$ cat src/rtl/mvpid_pkg.sv
// shared types, register codes and constants for the motor velocity pid block
// no dependencies; imported by mvpid_drive and motor_velocity_pid_can_current
package mvpid_pkg;

  // field widths
  localparam int RpmW    = 16;
  localparam int ErrW    = 17;
  localparam int DiffW   = 18;
  localparam int GainW   = 24;
  localparam int LimW    = 15;
  localparam int IdW     = 10;
  localparam int TimeW   = 32;
  localparam int PeriodW = 16;
  localparam int ClampW  = 28;
  localparam int FracW   = 16;

  // can frame ids and motor split
  localparam logic [IdW-1:0] FRAME_LOW_MOTORS  = 10'h200;
  localparam logic [IdW-1:0] FRAME_HIGH_MOTORS = 10'h1FF;
  localparam logic [IdW-1:0] LAST_LOW_MOTOR    = 10'h204;

  // register reset values
  localparam logic [GainW-1:0]   KP_RESET     = 24'd65536;
  localparam logic [GainW-1:0]   KI_RESET     = 24'd6554;
  localparam logic [GainW-1:0]   KD_RESET     = 24'd0;
  localparam logic [PeriodW-1:0] PERIOD_RESET = 16'd10;
  localparam logic [LimW-1:0]    LIMIT_RESET  = 15'd10000;
  localparam logic [IdW-1:0]     MOTOR_RESET  = 10'h201;

  // configuration register indexes
  typedef enum logic [2:0] {
    REG_KP       = 3'd0,
    REG_KI       = 3'd1,
    REG_KD       = 3'd2,
    REG_PERIOD   = 3'd3,
    REG_LIMIT    = 3'd4,
    REG_MOTOR_ID = 3'd5
  } cfg_reg_t;

  // error terms handed from the state update stage to the drive datapath
  typedef struct packed {
    logic signed [ErrW-1:0]  err;
    logic signed [ErrW-1:0]  integ;
    logic signed [DiffW-1:0] diff;
    logic                    recomp;
  } mvpid_terms_t;

  // stage load strobes for the drive datapath
  typedef struct packed {
    logic load_prod;
    logic load_out;
    logic take_out;
  } mvpid_ctl_t;

  // symmetric clamp to +/- lim
  function automatic logic signed [ClampW-1:0] clamp_sym(
    input logic signed [ClampW-1:0] x,
    input logic [LimW-1:0]          lim
  );
    logic signed [ClampW-1:0] hi;
    hi = signed'({{(ClampW-LimW){1'b0}}, lim});
    if (x > hi) begin
      return hi;
    end else if (x < -hi) begin
      return -hi;
    end
    return x;
  endfunction

endpackage

$ cat src/rtl/mvpid_drive.sv
// drive datapath: registered gain products, then sum, truncate and clamp
// depends on mvpid_pkg
module mvpid_drive (
  input  logic                                 clk,
  input  logic                                 rst,
  input  mvpid_pkg::mvpid_ctl_t                ctl,
  input  mvpid_pkg::mvpid_terms_t              terms,
  input  logic signed [mvpid_pkg::GainW-1:0]   kp,
  input  logic signed [mvpid_pkg::GainW-1:0]   ki,
  input  logic signed [mvpid_pkg::GainW-1:0]   kd,
  input  logic [mvpid_pkg::LimW-1:0]           lim,
  output logic signed [mvpid_pkg::RpmW-1:0]    drive_current,
  output logic                                 recomputed
);
  import mvpid_pkg::*;

  localparam int PW  = GainW + ErrW;
  localparam int DW  = GainW + DiffW;
  localparam int SW  = DW + 2;

  logic signed [PW-1:0] prod_p;
  logic signed [PW-1:0] prod_i;
  logic signed [DW-1:0] prod_d;
  logic                 recomp_p;

  logic signed [SW-1:0]     acc;
  logic signed [SW-FracW:0] quot;
  logic signed [ClampW-1:0] clamped;
  logic signed [RpmW-1:0]   drive_next;

  // product stage
  always_ff @(posedge clk) begin
    if (ctl.load_prod) begin
      prod_p   <= kp * terms.err;
      prod_i   <= ki * terms.integ;
      prod_d   <= kd * terms.diff;
      recomp_p <= terms.recomp;
    end
  end

  // sum, truncate toward zero, clamp
  always_comb begin
    acc = SW'(prod_p) + SW'(prod_i) + SW'(prod_d);
    quot = (SW-FracW+1)'(acc >>> FracW);
    if (acc[SW-1] && (acc[FracW-1:0] != '0)) begin
      quot = quot + (SW-FracW+1)'(1);
    end
    clamped = clamp_sym(ClampW'(quot), lim);
    drive_next = recomp_p ? clamped[RpmW-1:0] : drive_current;
  end

  // output register doubles as the held drive
  always_ff @(posedge clk) begin
    if (rst) begin
      drive_current <= '0;
    end else if (ctl.take_out) begin
      drive_current <= drive_next;
    end
  end

  always_ff @(posedge clk) begin
    if (ctl.load_out) begin
      recomputed <= recomp_p;
    end
  end

endmodule

$ cat src/rtl/motor_velocity_pid_can_current.sv
// top level of the motor velocity pid block with can current slot output
// depends on mvpid_pkg and mvpid_drive
//
//  channel   | dir | handshake           | payload
//  s_*       | in  | s_tvalid / s_tready | setpoint, measured, timestamp
//  m_*       | out | m_tvalid / m_tready | drive current, frame id, slot; tuser flag
//  cfg_*     | in  | cfg_valid/cfg_ready | register index and write data
//
// one transaction per cycle sustained while m_tready is high; each transaction passes
// the input register, state update, products and result registers in order.
// the state update stage updates integral and timestamp in the cycle its terms load.
// reset is synchronous and clears state, config registers, drive and all valid flags.
// a stalled output holds its result while bubbles behind it keep filling.
module motor_velocity_pid_can_current (
  input  logic        clk,
  input  logic        rst,
  input  logic        s_tvalid,
  output logic        s_tready,
  input  logic [63:0] s_tdata,   // setpoint_rpm[15:0], measured_rpm[31:16], now_ms[63:32]
  output logic        m_tvalid,
  input  logic        m_tready,
  output logic [31:0] m_tdata,   // drive_current[15:0], frame_id[25:16], byte_slot[27:26]
  output logic [0:0]  m_tuser,   // recomputed[0]
  input  logic        cfg_valid,
  output logic        cfg_ready,
  input  logic [2:0]  cfg_addr,
  input  logic [23:0] cfg_data
);
  import mvpid_pkg::*;

  // configuration registers
  logic signed [GainW-1:0] kp;
  logic signed [GainW-1:0] ki;
  logic signed [GainW-1:0] kd;
  logic [PeriodW-1:0]      period;
  logic [LimW-1:0]         lim;
  logic [IdW-1:0]          motor_id;

  // pipeline valid flags and free signals
  logic v0, v1, v2, vout;
  logic free0, free1, free2, free_out;

  // input register
  logic signed [RpmW-1:0] sp0;
  logic signed [RpmW-1:0] meas0;
  logic [TimeW-1:0]       now0;

  // controller state
  logic signed [ErrW-1:0] error_integral;
  logic signed [ErrW-1:0] previous_error;
  logic [TimeW-1:0]       last_update_ms;

  // state update stage signals
  logic [TimeW-1:0]         elapsed;
  logic                     recomp;
  logic signed [ErrW-1:0]   err;
  logic signed [ClampW-1:0] isum;
  logic signed [ClampW-1:0] iclamp;
  mvpid_terms_t             terms_next;
  mvpid_terms_t             terms;
  mvpid_ctl_t               ctl;

  logic signed [RpmW-1:0] drive_current;
  logic                   recomputed;
  logic [IdW-1:0]         frame_id;
  logic [1:0]             byte_slot;

  // configuration writes
  assign cfg_ready = 1'b1;

  always_ff @(posedge clk) begin
    if (rst) begin
      kp       <= KP_RESET;
      ki       <= KI_RESET;
      kd       <= KD_RESET;
      period   <= PERIOD_RESET;
      lim      <= LIMIT_RESET;
      motor_id <= MOTOR_RESET;
    end else if (cfg_valid) begin
      unique case (cfg_reg_t'(cfg_addr))
        REG_KP:       kp       <= cfg_data;
        REG_KI:       ki       <= cfg_data;
        REG_KD:       kd       <= cfg_data;
        REG_PERIOD:   period   <= cfg_data[PeriodW-1:0];
        REG_LIMIT:    lim      <= cfg_data[LimW-1:0];
        REG_MOTOR_ID: motor_id <= cfg_data[IdW-1:0];
        default: ;
      endcase
    end
  end

  // flow control: a stage loads when it is empty or its content moves on
  assign free_out = !vout || m_tready;
  assign free2    = !v2 || free_out;
  assign free1    = !v1 || free2;
  assign free0    = !v0 || free1;
  assign s_tready = free0;

  always_ff @(posedge clk) begin
    if (rst) begin
      v0   <= 1'b0;
      v1   <= 1'b0;
      v2   <= 1'b0;
      vout <= 1'b0;
    end else begin
      if (free0)    v0   <= s_tvalid;
      if (free1)    v1   <= v0;
      if (free2)    v2   <= v1;
      if (free_out) vout <= v2;
    end
  end

  // input register
  always_ff @(posedge clk) begin
    if (free0) begin
      sp0   <= s_tdata[15:0];
      meas0 <= s_tdata[31:16];
      now0  <= s_tdata[63:32];
    end
  end

  // period check, error, integral with anti-windup clamp, difference
  always_comb begin
    elapsed = now0 - last_update_ms;
    recomp  = elapsed >= TimeW'(period);
    err     = ErrW'(sp0) - ErrW'(meas0);
    isum    = ClampW'(error_integral) + ClampW'(err);
    iclamp  = clamp_sym(isum, lim);
    terms_next.err    = err;
    terms_next.integ  = iclamp[ErrW-1:0];
    terms_next.diff   = DiffW'(err) - DiffW'(previous_error);
    terms_next.recomp = recomp;
  end

  always_ff @(posedge clk) begin
    if (free1) begin
      terms <= terms_next;
    end
  end

  // controller state moves with each recomputing transaction
  always_ff @(posedge clk) begin
    if (rst) begin
      error_integral <= '0;
      previous_error <= '0;
      last_update_ms <= '0;
    end else if (free1 && v0 && recomp) begin
      error_integral <= terms_next.integ;
      previous_error <= err;
      last_update_ms <= now0;
    end
  end

  // products and result stages
  assign ctl.load_prod = free2;
  assign ctl.load_out  = free_out;
  assign ctl.take_out  = free_out && v2;

  mvpid_drive u_drive (
    .clk           (clk),
    .rst           (rst),
    .ctl           (ctl),
    .terms         (terms),
    .kp            (kp),
    .ki            (ki),
    .kd            (kd),
    .lim           (lim),
    .drive_current (drive_current),
    .recomputed    (recomputed)
  );

  // frame and slot follow the motor id
  assign frame_id  = (motor_id <= LAST_LOW_MOTOR) ? FRAME_LOW_MOTORS : FRAME_HIGH_MOTORS;
  assign byte_slot = motor_id[1:0] - 2'd1;

  assign m_tvalid = vout;
  assign m_tdata  = {4'd0, byte_slot, frame_id, drive_current};
  assign m_tuser  = recomputed;

endmodule

$ cat config.mk
export PLATFORM = sky130hd
export DESIGN_NAME = motor_velocity_pid_can_current
export DESIGN_NICKNAME = d
export VERILOG_FILES = /design/src/rtl/mvpid_pkg.sv /design/src/rtl/mvpid_drive.sv /design/src/rtl/motor_velocity_pid_can_current.sv
export SDC_FILE = /design/constraint.sdc
export NUM_CORES = 2
export LEC_CHECK = 0
export BUFFER_PORTS_ARGS = -buffer_cell sky130_fd_sc_hd__clkbuf_2
export CAP_MARGIN = 20
export CORE_ASPECT_RATIO = 1.4
export CORE_UTILIZATION = 54
export CTS_BUF_LIST = sky130_fd_sc_hd__clkbuf_4 sky130_fd_sc_hd__clkbuf_8
export CTS_CLUSTER_DIAMETER = 120
export DETAILED_ROUTE_END_ITERATION = 12
export PLACE_DENSITY = 0.74
export SLEW_MARGIN = 30
export SYNTH_ARGS = -nofsm -noshare
export SYNTH_HDL_FRONTEND = slang
export SYNTH_HIERARCHICAL = 1
export SYNTH_SLANG_ARGS = --single-unit
$ cat constraint.sdc
create_clock -name clk -period 10.41 [get_ports clk]
set_clock_uncertainty 0.2 [all_clocks]
set_input_delay 0.5205 -clock clk [delete_from_list [all_inputs] [get_ports clk]]
set_output_delay 0.5205 -clock clk [all_outputs]
set_load 0.01 [all_outputs]
# Yosys cells after proc, flatten, opt, wreduce, memory -nomap -nowiden
# Cells that the tools add are included.
[totals]
in_bits = 96
elab_cells = 82
regBits = 442
output_inout_bits = 36
[op_classes]
n_reduce_logical = 21
n_addsub = 9
magnitude_cmp = 6
eq_ne = 5
muxes = 12
mul = 3
[op_table]
columns = ["operator", "n"]
rows = [
  ["$mul 24x17->41", 2],
  ["$mux 17", 3],
  ["$mux 16", 3],
  ["$add 42x42->43", 1],
  ["$add 41x41->42", 1],
  ["$mul 24x18->42", 1],
  ["$ge 32x16->1", 1],
  ["$sub 32x32->32", 1],
  ["$add 28x2->28 const B", 1],
  ["$gt 28x16->1", 1],
  ["$lt 18x28->1", 1],
  ["$lt 28x28->1", 1],
  ["$mux 28", 1],
  ["$neg 15->28", 1],
  ["$add 17x17->18", 1],
  ["$gt 18x16->1", 1],
  ["$sub 17x17->18", 1],
  ["$sub 16x16->17", 1],
  ["$reduce_bool 16->1", 1],
  ["$reduce_and 2->1", 7],
  ["$le 10x10->1 const B", 1],
  ["$mux 10", 1],
  ["$eq 3x2->1 const B", 2],
  ["$eq 3x3->1 const B", 2],
  ["other kinds (7)", 19],
]

# Longest topological paths before layout
[logic_depth]
depth_word = 9
depth_mapped = 32
mapped_depth_nobuf = 30

# Hierarchy
# The synthesis kept the hierarchy.
[modules_own_cells]
columns = ["mod", "area_per_inst_um2", "cells_each", "instances"]
rows = [
  ["mvpid_drive", 53707.8, 5736, 1],
  ["motor_velocity_pid_can_current", 16537.1, 1806, 1],
]

# Worst setup path before layout
# Ideal clock, no wire load.
[synth_timing]
path_kind = "reg-to-reg"
start = "register kp[13]"
end = "register u_drive.prod_p[40] (data pin)"
arrival_time_ns = 6.777
t_required_ns = 9.950
period_less_slack_ns = 7.237
setup_time_ns = 0.260
stages_incl_launch_ff = 29
path_slack_ns = 3.173
cell_sequence = "dfxtp_1 > clkbuf_1 > nand2_1 > fa_1 > inv_1 > fa_1 > inv_1 > fa_1 > inv_1 > fa_1 > inv_1 > fa_1 > inv_1 > fa_1 > ha_1 > a21o_1 > a21oi_1 > nor2b_1 > o21ai_0 > and3_1 > a21oi_1 > or2_2 > a311oi_1 > o211ai_1 > a31o_2 > a2111oi_0 > o21bai_1 > a21oi_1 > xnor2_1"
[synth_via]
elab_chain_len = 1
[synth_lines]
columns = ["element", "line", "rtl"]
rows = [
  ["from (decl)", "motor_velocity_pid_can_current.sv:32", "logic signed [GainW-1:0] kp;"],
  ["from (signal assigned)", "motor_velocity_pid_can_current.sv:81", "REG_KP: kp <= cfg_data;"],
  ["$mul 24x17->41", "mvpid_drive.sv:34", "prod_p <= kp * terms.err;"],
  ["to (signal assigned)", "mvpid_drive.sv:34", ""],
  ["to (decl)", "mvpid_drive.sv:21", "logic signed [PW-1:0] prod_p;"],
]
# No other way between the ends.
# A chain may end at the register's enable or synchronous reset.

# Worst setup path after layout
[layout_timing]
start = "register terms[44] (netlist name)"
end = "register u_drive.prod_p[40] (data pin)"
[layout_via]
elab_chain_len = 1
[layout_lines]
columns = ["element", "line"]
rows = [
  ["$mul 24x17->41", "mvpid_drive.sv:34"],
]
# No other way between the ends.

==> out/qor.yml <==
crit_required_ns: 10.69
multi_input_area_sq_um: 52600
wire_per_inst_microns: 22.0
synth-seq-cells: 442
viasPerCell: 5.77
vias: 54400
maxSlewViolCount: 0
critPathSlowestCell: "edfxtp_1"
numCtsBuffers: 81
fin_crit_ns: 8.45
worstMarginPinSlew_ns: 1.08
critPathCaptureType: "flip-flop"
yosys.area_share.simple_pct: 16.3
hold_viol_final: 0
final_antenna_net_count: 0
startpoint_type: "flip-flop"
cts_root_buffer: "clkbuf_8"
rsz0062_at_grt: "false"
syn_area_sq_um: 70200
synth_compound_area_share_pct: 8.43
wl_microns: 207000
synth-seq-area-share_pct: 16.1
synth_edf_count: 243
antenna_found_initial: 18
synth-xor-area-share_pct: 3.05
crit_type: "reg -> reg"
relSlewSlack_pct: 27.4
track_usage_pct: 32.1
seqCellArea_sq_um: 11300
syn_to_final_growth_pct: 6.99
cts_num_sinks: 442
yosys.cell_types.count: 110
nNetsFinal: 9498
hold_slack_ns: 0.0795
dieArea_sq_um: 132000
initial_core_util_pct: 54.4
post_cts_buffers: 0
drc: 0
path_max_fanout: 24
synthMuxAreaShare_pct: 1.36
core_area_sq_um: 129000
setup_viol: 0
avgSynthCellArea_sq_um: 9.31
ys.flop_type: "edfxtp_1"
synth_fa_ha_area_share_pct: 45.6
synth_cells: 7542
tritoncts: "yes"
cts-htree-levels: 3
dieHeight_microns: 429
synth_top_family_by_area: "adder cells"
port_buffers: 126
first_iter_violations: 3982
place_hpwl_microns: 163000
grt_pass1_vias: 58300
crit_top_cell: "fa_1"
worstPathArrival_ns: 8.74
nFillCells: 11100
critical_path_buf_inv_count: 5
path_delay_family: "adder cells"
timing.fmax_ghz: 0.118
grt-ovfl-total: 0
io_pins: 132
drive_gt1_share_pct: 5.83
drt_pass1_iterations: 6
max_cap_viol_count: 0
gp_congestion: 0.983
final_cell_mix: "1362 x inv_1, 1274 x fa_1, 1154 x nand2_1, 524 x ha_1, 458 x and2_1"
clkTransAtPathRegs_ns: 0.07
ys_warn_count: 6
grt_max_degree: 83
final_common_cell: "inv_1"
outcome: "finished clean"
fin_setup_tns_ns: 0
final.period_utilization_pct: 81.2
grt_pass1_wl_microns: 322000
clock_latency_ns: 0.76
rows: 156
min_path_type: "in -> reg"
synthArstFlopShare_pct: 0
slowest_delay_ns: 0.93
dieWidth_microns: 307
clockBufferDepth: 3
## logic make-up after synthesis
logic type / after synthesis
and+or+nand+nor: 2387
adders and majority gates: 1798
buffers and inverters: 1682
AOI/OAI and AO/OA: 892
DFF: 442
xor gates and xnor gates: 244
muxes: 95
other: 2
## worst paths after layout
| kind | start | end | slack, ns | cells after the start |
|---|---|---|---|---|
| min | cfg_data[15] | kd[15] | 0.08 | 3 |
| max | terms[44] | u_drive/prod_p[40] | 1.96 | 27 |
| min reg2reg | terms[0] | u_drive/recomp_p | 0.21 | 0 |
| max reg2reg | terms[44] | u_drive/prod_p[40] | 1.96 | 27 |
## area by class of cell
cell class                 instances  area share, %
multi-input combinational       5421           70.0
tap                             1738           2.89
clock buffer                     104           1.77
sequential                       442           15.0
antenna                           19         0.0633
clock inverter                    46          0.598
timing repair buffer             294           2.88
inverter                        1364           6.81
## flip-flops by register name, summed over array words and instances (netlist names), 17 cells and up
signal,cells
last_update_ms,32
u_drive/prod_p,41
kp,24
u_drive/prod_d,42
ki,24
u_drive/prod_i,41
kd,24
terms,53
previous_error,17
now0,32
error_integral,17
## through the flow
step / std cells / setup WS (ns) / cell area, sq um / util (%)
final: 9428 / 1.96 / 75200 / 58.2
after global routing: 9415 / 1.56 / 75100 / 58.2
after CTS: 9406 / 2.07 / 75100 / 58.2
after detailed placement: 9182 / 2.09 / 72500 / 56.2
after global placement: 9171 / 2.12 / 72400 / 56.1
after floorplan: 7545 / 3.17 / 70300 / -
## per-layer routing
layer	routed length, microns	share of wire, %	up-vias	track usage (%)
met5	100	0.048	-	0
met4	15600	7.5	14	21.5
met3	15500	7.5	787	5.53
met2	103000	50	2380	55.2
met1	72400	35	27300	36.4
li1	-	-	23900	-
## synthesized netlist by cell type, drive strengths merged, types with 10 or more instances
master / n / share of area (%)
a2111oi: 13 / 0.17
a211oi: 18 / 0.21
a21o: 92 / 0.98
a21oi: 317 / 2.3
a22oi: 14 / 0.21
a31oi: 34 / 0.33
a41oi: 11 / 0.14
and2: 459 / 4.1
and3: 25 / 0.22
and4: 10 / 0.13
buf: 45 / 0.43
clkbuf: 273 / 1.5
dfxtp: 199 / 5.7
edfxtp: 243 / 10
fa: 1274 / 36
ha: 524 / 9.3
inv: 1364 / 7.3
mux2i: 90 / 1.3
nand2: 1159 / 6.2
nand2b: 110 / 0.98
nand3: 71 / 0.51
nand3b: 26 / 0.28
nand4: 47 / 0.45
nor2: 271 / 1.4
nor2b: 46 / 0.41
nor3: 58 / 0.44
nor3b: 12 / 0.13
nor4: 25 / 0.27
o2111ai: 17 / 0.24
o211ai: 29 / 0.32
o21a: 49 / 0.52
o21ai: 144 / 1.0
o21bai: 20 / 0.21
o311ai: 18 / 0.22
o31ai: 22 / 0.26
o41ai: 11 / 0.14
or2: 14 / 0.12
or3: 23 / 0.22
or4: 16 / 0.17
xnor2: 186 / 2.3
xor2: 58 / 0.72
## worst reg2reg max path, cell delays in order (launching register included)
cell	delay, ns
edfxtp_1	0.93
nand2_1	0.19
fa_1	0.59
inv_1	0.06
fa_1	0.50
inv_1	0.06
fa_1	0.54
inv_1	0.05
fa_1	0.47
inv_1	0.05
fa_1	0.48
inv_1	0.05
fa_1	0.43
ha_1	0.34
a21o_1	0.18
a21oi_1	0.14
nor2b_1	0.06
o21ai_0	0.21
and3_1	0.19
a21oi_1	0.08
or2_2	0.36
a311oi_1	0.69
o211ai_1	0.27
a31o_2	0.29
a2111oi_0	0.37
o21bai_1	0.12
a21oi_1	0.19
xnor2_1	0.09
## repair_timing
action                    CTS  global route
resized for setup           0             0
hold endpoints to repair   90             0
hold buffers               74             0
Power is not shown: default switching activity piles up to over one toggle a cycle in this logic, so the estimate is an artifact.
